--- src/design/gcg_pkg.sv ---
// Shared types, constants and helper functions for the gamepad change event generator.
`timescale 1ns / 1ps
package gcg_pkg;

  // Default slot count and the compare width for the slot number check
  localparam int SLOTS_DEFAULT = 4;
  localparam int SLOT_CNT_W    = 5;

  // Configuration register indexes
  localparam int CFG_IDX_W = 2;
  localparam int CFG_DATA_W = 16;
  localparam logic [CFG_IDX_W-1:0] CFG_LEFT_DZ  = 2'd0;
  localparam logic [CFG_IDX_W-1:0] CFG_RIGHT_DZ = 2'd1;
  localparam logic [CFG_IDX_W-1:0] CFG_TRIG_TH  = 2'd2;

  localparam logic [15:0] LEFT_DZ_RESET  = 16'd7849;
  localparam logic [15:0] RIGHT_DZ_RESET = 16'd8689;
  localparam logic [7:0]  TRIG_TH_RESET  = 8'd30;

  // Event kinds
  localparam logic [2:0] EV_CONNECT    = 3'd0;
  localparam logic [2:0] EV_DISCONNECT = 3'd1;
  localparam logic [2:0] EV_BTN_DOWN   = 3'd2;
  localparam logic [2:0] EV_BTN_UP     = 3'd3;
  localparam logic [2:0] EV_AXIS       = 3'd4;

  // Pending event vector layout: connect/disconnect, 14 buttons, 6 axes
  localparam int NUM_BTN    = 14;
  localparam int NUM_AXIS   = 6;
  localparam int PEND_CD    = 0;
  localparam int PEND_BTN   = 1;
  localparam int PEND_AXIS  = PEND_BTN + NUM_BTN;
  localparam int PEND_W     = PEND_AXIS + NUM_AXIS;
  localparam int SEL_W      = $clog2(PEND_W);

  // Queue between front and back
  localparam int QUEUE_DEPTH = 2;

  typedef struct packed {
    logic [1:0]         pad_index;
    logic               present;
    logic [31:0]        packet_number;
    logic [15:0]        buttons;
    logic [7:0]         ltrig;
    logic [7:0]         rtrig;
    logic signed [15:0] lstick_x;
    logic signed [15:0] lstick_y;
    logic signed [15:0] rstick_x;
    logic signed [15:0] rstick_y;
  } in_item_t;

  typedef struct packed {
    logic [2:0]         event_kind;
    logic [1:0]         out_pad;
    logic [31:0]        out_packet;
    logic [3:0]         control_code;
    logic signed [15:0] new_value;
    logic signed [15:0] old_value;
    logic               last_of_run;
  } out_item_t;

  typedef struct packed {
    logic [15:0] left_dz;
    logic [15:0] right_dz;
    logic [7:0]  trig_th;
  } cfg_t;

  // One queued run of events
  typedef struct packed {
    logic [1:0]                    pad;
    logic [31:0]                   packet;
    logic                          connect;
    logic [PEND_W-1:0]             pending;
    logic [NUM_BTN-1:0]            btn_val;
    logic [NUM_AXIS-1:0][15:0]     axis_new;
    logic [NUM_AXIS-1:0][15:0]     axis_old;
  } job_t;

  // Drop raw bits 10 and 11 from the button word
  function automatic logic [NUM_BTN-1:0] btn_map(input logic [15:0] w);
    btn_map = {w[15:12], w[9:0]};
  endfunction

  function automatic logic [15:0] stick_dz(input logic [15:0] v, input logic [15:0] dz);
    logic [16:0] mag;
    mag = v[15] ? (17'd0 - {v[15], v}) : {1'b0, v};
    stick_dz = (mag <= {1'b0, dz}) ? 16'd0 : v;
  endfunction

  function automatic logic [15:0] trig_dz(input logic [7:0] v, input logic [7:0] th);
    trig_dz = (v <= th) ? 16'd0 : {8'd0, v};
  endfunction

endpackage

--- src/design/gamepad_change_event_generator_unit.sv ---
// Top level: configuration registers, front end, run queue and back end.
// The first event of a poll passes through the run queue and the back end's work register into the output register.
// Throughput: one event per cycle while out_ready allows; a poll yields 0 to 21 events, and one with none
// is not queued; the front end takes one poll per cycle while the 2-entry run queue has room.
// Reset: all slots disconnected with zero state, dead zones and trigger threshold at defaults;
// the block takes polls in the first cycle after reset.
`timescale 1ns / 1ps
module gamepad_change_event_generator_unit
  import gcg_pkg::*;
#(
  parameter int SLOTS = SLOTS_DEFAULT
) (
  input  logic                  clk,
  input  logic                  rst_n,
  input  logic                  in_valid,
  output logic                  in_ready,
  input  in_item_t              in_data,
  output logic                  out_valid,
  input  logic                  out_ready,
  output out_item_t             out_data,
  input  logic                  cfg_we,
  input  logic [CFG_IDX_W-1:0]  cfg_index,
  input  logic [CFG_DATA_W-1:0] cfg_wdata
);

  cfg_t cfg_r;
  logic q_push;
  logic q_pop;
  logic q_full;
  logic q_valid;
  job_t q_din;
  job_t q_dout;

  always_ff @(posedge clk) begin
    if (!rst_n) begin
      cfg_r.left_dz  <= LEFT_DZ_RESET;
      cfg_r.right_dz <= RIGHT_DZ_RESET;
      cfg_r.trig_th  <= TRIG_TH_RESET;
    end else if (cfg_we) begin
      case (cfg_index)
        CFG_LEFT_DZ:  cfg_r.left_dz  <= cfg_wdata;
        CFG_RIGHT_DZ: cfg_r.right_dz <= cfg_wdata;
        CFG_TRIG_TH:  cfg_r.trig_th  <= cfg_wdata[7:0];
        default: ;
      endcase
    end
  end

  gcg_front #(
    .SLOTS(SLOTS)
  ) u_front (
    .clk      (clk),
    .rst_n    (rst_n),
    .cfg      (cfg_r),
    .in_valid (in_valid),
    .in_ready (in_ready),
    .in_data  (in_data),
    .q_push   (q_push),
    .q_din    (q_din),
    .q_full   (q_full)
  );

  gcg_queue u_queue (
    .clk     (clk),
    .rst_n   (rst_n),
    .push    (q_push),
    .din     (q_din),
    .full    (q_full),
    .pop     (q_pop),
    .q_valid (q_valid),
    .dout    (q_dout)
  );

  gcg_back u_back (
    .clk       (clk),
    .rst_n     (rst_n),
    .q_valid   (q_valid),
    .q_dout    (q_dout),
    .q_pop     (q_pop),
    .out_valid (out_valid),
    .out_ready (out_ready),
    .out_data  (out_data)
  );

endmodule

--- src/design/gcg_front.sv ---
// Front end: slot state, poll classification and event run build-up.
`timescale 1ns / 1ps
module gcg_front
  import gcg_pkg::*;
#(
  parameter int SLOTS = SLOTS_DEFAULT
) (
  input  logic     clk,
  input  logic     rst_n,
  input  cfg_t     cfg,
  input  logic     in_valid,
  output logic     in_ready,
  input  in_item_t in_data,
  output logic     q_push,
  output job_t     q_din,
  input  logic     q_full
);

  localparam int SLOT_W = (SLOTS > 1) ? $clog2(SLOTS) : 1;

  logic        conn_r  [SLOTS];
  logic [31:0] pkt_r   [SLOTS];
  logic [15:0] btn_r   [SLOTS];
  logic [15:0] trig_r  [SLOTS];
  logic [63:0] stick_r [SLOTS];

  logic [SLOT_W-1:0] idx;
  logic              accept;
  logic              in_range;
  logic              cur_conn;
  logic              disc_case;
  logic              conn_case;
  logic              chg_case;
  logic              store;
  logic [15:0]       pb;
  logic [15:0]       pt;
  logic [63:0]       ps;
  logic [NUM_AXIS-1:0][15:0] pv;
  logic [NUM_AXIS-1:0][15:0] cv;
  logic [NUM_AXIS-1:0]       axis_diff;
  logic [NUM_BTN-1:0]        btn_diff;

  assign in_ready = !q_full;
  assign accept   = in_valid && in_ready;
  assign idx      = SLOT_W'(in_data.pad_index);
  assign in_range = (SLOT_CNT_W'(in_data.pad_index) < SLOT_CNT_W'(SLOTS));
  assign cur_conn = conn_r[idx];

  assign disc_case = !in_data.present && cur_conn;
  assign conn_case = in_data.present && !cur_conn;
  assign chg_case  = in_data.present && cur_conn && (in_data.packet_number != pkt_r[idx]);

  // A newly connected slot compares against an all-zero state
  assign pb = cur_conn ? btn_r[idx]   : 16'd0;
  assign pt = cur_conn ? trig_r[idx]  : 16'd0;
  assign ps = cur_conn ? stick_r[idx] : 64'd0;

  always_comb begin
    pv[0] = trig_dz(pt[7:0], cfg.trig_th);
    pv[1] = trig_dz(pt[15:8], cfg.trig_th);
    pv[2] = stick_dz(ps[15:0], cfg.left_dz);
    pv[3] = stick_dz(ps[31:16], cfg.left_dz);
    pv[4] = stick_dz(ps[47:32], cfg.right_dz);
    pv[5] = stick_dz(ps[63:48], cfg.right_dz);
    cv[0] = trig_dz(in_data.ltrig, cfg.trig_th);
    cv[1] = trig_dz(in_data.rtrig, cfg.trig_th);
    cv[2] = stick_dz(in_data.lstick_x, cfg.left_dz);
    cv[3] = stick_dz(in_data.lstick_y, cfg.left_dz);
    cv[4] = stick_dz(in_data.rstick_x, cfg.right_dz);
    cv[5] = stick_dz(in_data.rstick_y, cfg.right_dz);
    for (int i = 0; i < NUM_AXIS; i++) begin
      axis_diff[i] = (pv[i] != cv[i]);
    end
  end

  assign btn_diff = btn_map(pb ^ in_data.buttons);

  always_comb begin
    q_din           = '0;
    q_din.pad       = in_data.pad_index;
    q_din.packet    = disc_case ? pkt_r[idx] : in_data.packet_number;
    q_din.connect   = conn_case;
    q_din.btn_val   = btn_map(in_data.buttons);
    q_din.axis_new  = cv;
    q_din.axis_old  = pv;
    q_din.pending[PEND_CD] = disc_case || conn_case;
    // Only a new connection or a new packet carries changes
    if (conn_case || chg_case) begin
      q_din.pending[PEND_BTN +: NUM_BTN]   = btn_diff;
      q_din.pending[PEND_AXIS +: NUM_AXIS] = axis_diff;
    end
  end

  // Drop a changed packet that carries no visible difference, but still store it
  assign q_push = accept && in_range && (disc_case || (q_din.pending != '0));
  assign store  = accept && in_range && (conn_case || chg_case);

  always_ff @(posedge clk) begin
    if (!rst_n) begin
      for (int s = 0; s < SLOTS; s++) begin
        conn_r[s]  <= 1'b0;
        pkt_r[s]   <= '0;
        btn_r[s]   <= '0;
        trig_r[s]  <= '0;
        stick_r[s] <= '0;
      end
    end else if (accept && in_range && disc_case) begin
      conn_r[idx]  <= 1'b0;
      pkt_r[idx]   <= '0;
      btn_r[idx]   <= '0;
      trig_r[idx]  <= '0;
      stick_r[idx] <= '0;
    end else if (store) begin
      conn_r[idx]  <= 1'b1;
      pkt_r[idx]   <= in_data.packet_number;
      btn_r[idx]   <= in_data.buttons;
      trig_r[idx]  <= {in_data.rtrig, in_data.ltrig};
      stick_r[idx] <= {in_data.rstick_y, in_data.rstick_x,
                       in_data.lstick_y, in_data.lstick_x};
    end
  end

endmodule

--- src/design/gcg_queue.sv ---
// Short queue of event runs between the front and back ends.
`timescale 1ns / 1ps
module gcg_queue
  import gcg_pkg::*;
(
  input  logic clk,
  input  logic rst_n,
  input  logic push,
  input  job_t din,
  output logic full,
  input  logic pop,
  output logic q_valid,
  output job_t dout
);

  localparam int PTR_W = (QUEUE_DEPTH > 1) ? $clog2(QUEUE_DEPTH) : 1;
  localparam int CNT_W = $clog2(QUEUE_DEPTH + 1);

  job_t             mem_r [QUEUE_DEPTH];
  logic [PTR_W-1:0] wr_ptr_r, wr_ptr_nxt;
  logic [PTR_W-1:0] rd_ptr_r, rd_ptr_nxt;
  logic [CNT_W-1:0] count_r, count_nxt;

  assign full    = (count_r == CNT_W'(QUEUE_DEPTH));
  assign q_valid = (count_r != '0);
  assign dout    = mem_r[rd_ptr_r];

  always_comb begin
    wr_ptr_nxt = wr_ptr_r;
    rd_ptr_nxt = rd_ptr_r;
    count_nxt  = count_r;
    if (push) begin
      wr_ptr_nxt = (wr_ptr_r == PTR_W'(QUEUE_DEPTH - 1)) ? '0 : wr_ptr_r + 1'b1;
    end
    if (pop) begin
      rd_ptr_nxt = (rd_ptr_r == PTR_W'(QUEUE_DEPTH - 1)) ? '0 : rd_ptr_r + 1'b1;
    end
    if (push && !pop) begin
      count_nxt = count_r + 1'b1;
    end else if (pop && !push) begin
      count_nxt = count_r - 1'b1;
    end
  end

  always_ff @(posedge clk) begin
    if (!rst_n) begin
      wr_ptr_r <= '0;
      rd_ptr_r <= '0;
      count_r  <= '0;
    end else begin
      wr_ptr_r <= wr_ptr_nxt;
      rd_ptr_r <= rd_ptr_nxt;
      count_r  <= count_nxt;
    end
  end

  always_ff @(posedge clk) begin
    if (push) begin
      mem_r[wr_ptr_r] <= din;
    end
  end

endmodule

--- src/design/gcg_back.sv ---
// Back end: walks one event run and emits one event per cycle into the output register, unless stalled.
`timescale 1ns / 1ps
module gcg_back
  import gcg_pkg::*;
(
  input  logic      clk,
  input  logic      rst_n,
  input  logic      q_valid,
  input  job_t      q_dout,
  output logic      q_pop,
  output logic      out_valid,
  input  logic      out_ready,
  output out_item_t out_data
);

  job_t              work_r;
  logic              work_valid_r, work_valid_nxt;
  logic [PEND_W-1:0] pend_r, pend_nxt;
  logic              out_valid_r, out_valid_nxt;
  out_item_t         out_data_r, out_data_nxt;

  logic [PEND_W-1:0] onehot;
  logic [SEL_W-1:0]  sel;
  logic [SEL_W-1:0]  bsel;
  logic [SEL_W-1:0]  asel;
  logic              last;
  logic              emit;
  logic              load;

  // Isolate the lowest pending event
  assign onehot = pend_r & (~pend_r + 1'b1);
  assign last   = ((pend_r & ~onehot) == '0);

  always_comb begin
    sel = '0;
    for (int i = 0; i < PEND_W; i++) begin
      if (onehot[i]) begin
        sel = SEL_W'(i);
      end
    end
  end

  assign bsel = sel - SEL_W'(PEND_BTN);
  assign asel = sel - SEL_W'(PEND_AXIS);

  assign emit  = work_valid_r && (!out_valid_r || out_ready);
  assign load  = q_valid && (!work_valid_r || (emit && last));
  assign q_pop = load;

  always_comb begin
    out_data_nxt              = '0;
    out_data_nxt.out_pad      = work_r.pad;
    out_data_nxt.out_packet   = work_r.packet;
    out_data_nxt.last_of_run  = last;
    if (sel == SEL_W'(PEND_CD)) begin
      out_data_nxt.event_kind = work_r.connect ? EV_CONNECT : EV_DISCONNECT;
    end else if (sel < SEL_W'(PEND_AXIS)) begin
      out_data_nxt.event_kind   = work_r.btn_val[bsel[3:0]] ? EV_BTN_DOWN : EV_BTN_UP;
      out_data_nxt.control_code = bsel[3:0];
    end else begin
      out_data_nxt.event_kind   = EV_AXIS;
      out_data_nxt.control_code = 4'(asel[2:0]);
      out_data_nxt.new_value    = work_r.axis_new[asel[2:0]];
      out_data_nxt.old_value    = work_r.axis_old[asel[2:0]];
    end
  end

  always_comb begin
    work_valid_nxt = work_valid_r;
    pend_nxt       = pend_r;
    if (load) begin
      work_valid_nxt = 1'b1;
      pend_nxt       = q_dout.pending;
    end else if (emit) begin
      work_valid_nxt = !last;
      pend_nxt       = pend_r & ~onehot;
    end
    // Hold a waiting event until taken
    if (emit) begin
      out_valid_nxt = 1'b1;
    end else if (out_ready) begin
      out_valid_nxt = 1'b0;
    end else begin
      out_valid_nxt = out_valid_r;
    end
  end

  always_ff @(posedge clk) begin
    if (!rst_n) begin
      work_valid_r <= 1'b0;
      pend_r       <= '0;
      out_valid_r  <= 1'b0;
    end else begin
      work_valid_r <= work_valid_nxt;
      pend_r       <= pend_nxt;
      out_valid_r  <= out_valid_nxt;
    end
  end

  always_ff @(posedge clk) begin
    if (load) begin
      work_r <= q_dout;
    end
    if (emit) begin
      out_data_r <= out_data_nxt;
    end
  end

  assign out_valid = out_valid_r;
  assign out_data  = out_data_r;

endmodule
--- config.mk ---
export PLATFORM = sky130hd
export DESIGN_NAME = gamepad_change_event_generator_unit
export DESIGN_NICKNAME = d
export VERILOG_FILES = /design/src/design/gcg_pkg.sv /design/src/design/gamepad_change_event_generator_unit.sv /design/src/design/gcg_front.sv /design/src/design/gcg_queue.sv /design/src/design/gcg_back.sv
export SDC_FILE = /design/constraint.sdc
export NUM_CORES = 2
export LEC_CHECK = 0
export BUFFER_PORTS_ARGS = -buffer_cell sky130_fd_sc_hd__buf_2
export CAP_MARGIN = 20
export CORE_MARGIN = 2
export CORE_UTILIZATION = 31
export CTS_CLUSTER_SIZE = 25
export DETAILED_ROUTE_END_ITERATION = 8
export GPL_ROUTABILITY_DRIVEN = 0
export MAX_ROUTING_LAYER = met4
export PLACE_DENSITY_LB_ADDON = 0.25
export SKIP_LAST_GASP = 1
export SLEW_MARGIN = 25
export SYNTH_ARGS = -nofsm -noshare
export SYNTH_HDL_FRONTEND = slang
export SYNTH_SLANG_ARGS = --single-unit
--- constraint.sdc ---
create_clock -name clk -period 44.3 [get_ports clk]
set_input_delay 2.215 -clock clk [delete_from_list [all_inputs] [get_ports clk]]
set_output_delay 2.215 -clock clk [all_outputs]
set_load 0.005 [all_outputs]
==> flow_summary.ini <==
[final_layout]
finalInstanceArea_um2 = 71850
layout-drive-gt1-share_pct = 20.17
multi_input_area_um2 = 22490
num-nets-final = 5034
nFillCells = 19334
area.growth.synth_to_final_pct = 14.41
seq_area_um2 = 38900
stdcell_count = 7540

[sta]
period_share_pct = 27.13
tns_ns = 0
min_period_ns = 12.02
skew_ns = 0.04500
whs_ns = 0.4161
worst_pin_slew_ns = 1.056
rsz0062_at_grt = false
hold_violations = 0
setup_violations = 0
report.final.slew_viol_count = 0
max_freq_mhz = 83.21
max_slew_margin_pct = 27.77
fin_ws_ns = 32.28

[logic_synthesis]
synth-seq-cells = 1319
synth.most_common_cell = edfxtp_1
synth_top_area_cell = edfxtp_1
yosysSeqAreaShare_pct = 61.94
yosys.area.top_type_share_pct = 59.68
synth_area_um2 = 62800
yosys_most_used_dff = edfxtp_1
ys_top_cells_by_area = edfxtp_1, mux2_2, mux4_2
synth_edf_count = 1248
synth_cells = 4560
synth_common_cells = edfxtp_1, and2_1, mux2_2, nor2_1, clkbuf_1
syn_nets = 4888
yosysWarnings = 0
synth_cell_types = 86
ys_async_sr_fraction_pct = 0
avgSynthCellArea_um2 = 13.77

[outcome]
status = complete, no violations

[clocking]
ctsRootBufferMaster = clkbuf_16
clockBufferDepth = 3
clk_latency_ns = 0.82
clkSinkCount = 1319
cts_setup_buffers = 0
cts_buffers = 148
holdBufCountCts = 0
tritoncts = yes
clkSlewWorstSetupHoldPaths_ns = 0.06
cts.htree.levels = 4
cts_resized = 0

[worst_setup_path]
crit_type = input pin to flip-flop
worst_r2r_endpoint = u_queue.mem_r[0][54]$_DFFE_PP_
reg2reg_slack_ns = 33.79
path_depth = 28
reg2regPathDepth = 27
cp.required_ns = 44.71
end_kind = flip-flop
cp_max_fo = 65
critPathBufInv = 6
worstReg2RegStart = u_front.conn_r[0]$_DFF_P_
max_stage_delay_ns = 0.84
critPathLaunchType = input pin
cp_common_cell = buf_4
crit_slowest_cell = buf_4
arrival_ns = 12.43
critPathTopFamily = buffers and inverters

[power]
p_sw_share_pct = 35.33
p_int_uw = 2836
comb_power_share_pct = 32.2
vdd_drop_max_v = 0.00008646
power.density_nw_per_um2 = 61.04
seqPwrFrac_pct = 39.5
power_frac_clock_pct = 28.3
leakage_uw = 0.02551
p_sw_uw = 1550

[global_route]
groute.usage.overall_pct = 18.28
antenna_found_initial = 59
first_global_vias = 38049
grt_pass1_wl_um = 267900
overflow = 0
grt_max_degree = 156

[detailed_routing]
drc = 0
wire_per_inst_um = 24.67
post_drt_via_cell_ratio = 5.127
antenna_left = 0
drt-pass1-iter-count = 5
wl_um = 186000
drtIter0Drc = 3417
dr_total_vias = 38657

[worst_hold_path]
hp-class = flip-flop to flip-flop
holdPathStages = 0
holdCritStartpoint = u_back.out_data_nxt[63]$_DFFE_PP_
hold_end = u_back.out_data[63]$_DFFE_PP_

[floorplan]
start_util_pct = 31.13
die_area_um2 = 206200
rows = 165
ios = 230
core_area_um2 = 201700
die_h_um = 454.1
fp.dieW_um = 454.1

[run]
maxCapViolCount = 0

[place]
placed_area_um2 = 66790
portBuffers = 227
placedCellCount = 7227
dp_slack_ns = 31.11
dp_hpwl_um = 123300
cell type report:
| type | count | share of cell area, % |
|---|---|---|
| flip-flops and latches | 1319 | 54.14 |
| multi-input cells | 2846 | 31.31 |
| clock buffers | 197 | 5.508 |
| well taps | 2672 | 4.653 |
| repair buffers | 288 | 2.370 |
| clock inverters | 77 | 1.343 |
| inverters | 103 | 0.5433 |
| diodes | 38 | 0.1324 |
flip-flops by register name (all words and copies together), names as in the netlist, named ones only:
signal / flops
u_queue.mem_r: 460
u_front.stick_r: 256
u_back.work_r: 175
u_front.pkt_r: 128
u_back.out_data: 74
u_front.trig_r: 64
u_front.btn_r: 56
cfg_r: 40
u_back.out_data_nxt: 34
u_back.pend_r: 21
u_front.conn_r: 4
u_queue.count_r: 2
u_back.out_valid: 1
u_back.work_valid_r: 1
u_queue.rd_ptr_r: 1
u_queue.wr_ptr_r: 1
cell families (layout without fill, tap and decap cells):
| kind of cell | count (synthesis) | after routing | synth area share [%] |
|---|---|---|---|
| AND/OR/NAND/NOR | 1476 | 1476 | 13.03 |
| XOR/XNOR | 183 | 183 | 2.552 |
| other | 0 | 38 | 0 |
| flip-flops | 1319 | 1319 | 61.94 |
| adder cells (fa/ha/maj) | 179 | 179 | 3.546 |
| buffers and inverters | 395 | 665 | 2.550 |
| AO/OA/AOI/OAI | 573 | 573 | 6.125 |
| multiplexers | 435 | 435 | 10.26 |
worst max-delay path by stage:
stage | startpoint | endpoint | slack, ns
final | in_data[129] | u_queue.mem_r[0][54]$_DFFE_PP_ | 32.28
after global routing | in_data[129] | u_queue.mem_r[0][56]$_DFFE_PP_ | 31.72
after CTS | in_data[129] | u_queue.mem_r[0][54]$_DFFE_PP_ | 31.94
after detailed placement | in_data[129] | u_queue.mem_r[0][49]$_DFFE_PP_ | 31.11
after global placement | in_data[129] | u_queue.mem_r[0][53]$_DFFE_PP_ | 31.19
after floorplan | in_data[129] | u_queue.mem_r[0][0]$_DFFE_PP_ | 26.45
worst reg2reg max path, stage by stage, from the launching register on:
cell and delay (ns):
dfxtp_1 0.38, nor2b_1 0.23, nor3_2 0.23, a21o_4 0.36, clkinv_2 0.83, buf_4 0.61
and2_1 0.36, nor3_1 0.35, nand2_1 0.21, o31ai_1 0.45, nand3_1 0.15, o21ai_0 0.11
nand2_1 0.07, o21ai_0 0.11, ha_1 0.26, a21o_1 0.17, a211oi_1 0.22, o221ai_1 0.37
o21ai_2 0.65, o211ai_1 0.19, nor3b_1 0.20, nand4_1 0.53, nor4_2 0.18, a31oi_1 0.34
nor2b_4 0.21, buf_4 0.61, buf_4 0.95, buf_4 0.77
per-stage QoR:
stage                     util (%)  power, uW
final                        35.62       4386
after global routing         35.62       4599
after CTS                    35.55       4440
after detailed placement     33.11       3190
after global placement       33.10       3177
after floorplan                  -       2624
routing by layer:
metal  vias to the layer above  GRT usage, %  share of wire (%)
li1                      17557             -                  -
met2                      1031         27.84                 47
met3                       300         3.119                5.2
met1                     19769         24.18                 45
met4                         0         7.423                3.6
met5                         -             -                  0
power groups by stage:
stage	combinational, uW	clock [uW]	sequential [uW]
final	1410	1240	1730
after global routing	1530	1320	1750
after CTS	1440	1270	1730
after detailed placement	1430	0	1760
after global placement	1420	0	1750
after floorplan	863	0	1760
cells in the final DEF, fill, tap and decap left out, types with 19 or more instances in the layout:
cell and instances:
nor2_1 238, xor2_1 65, o21ai_0 118, nor4b_1 19, buf_4 54, a31oi_1 41
or3_1 24, clkbuf_16 148, mux2_2 279, a211oi_1 38, nand3_1 90, diode_2 38
o211ai_1 32, nand2_1 222, nor2b_1 31, and3_1 145, clkbuf_1 42, mux4_2 139
inv_1 101, a21oi_1 89, clkinv_1 23, edfxtp_1 1248, nor3b_1 40, ha_1 172
dfxtp_1 70, a22oi_1 28, nor4_1 38, and2_1 474, a21boi_0 25, xnor2_1 117
nand4_1 48, o31ai_1 35, buf_2 224
Note: power is estimated with default switching activity, not from simulation.
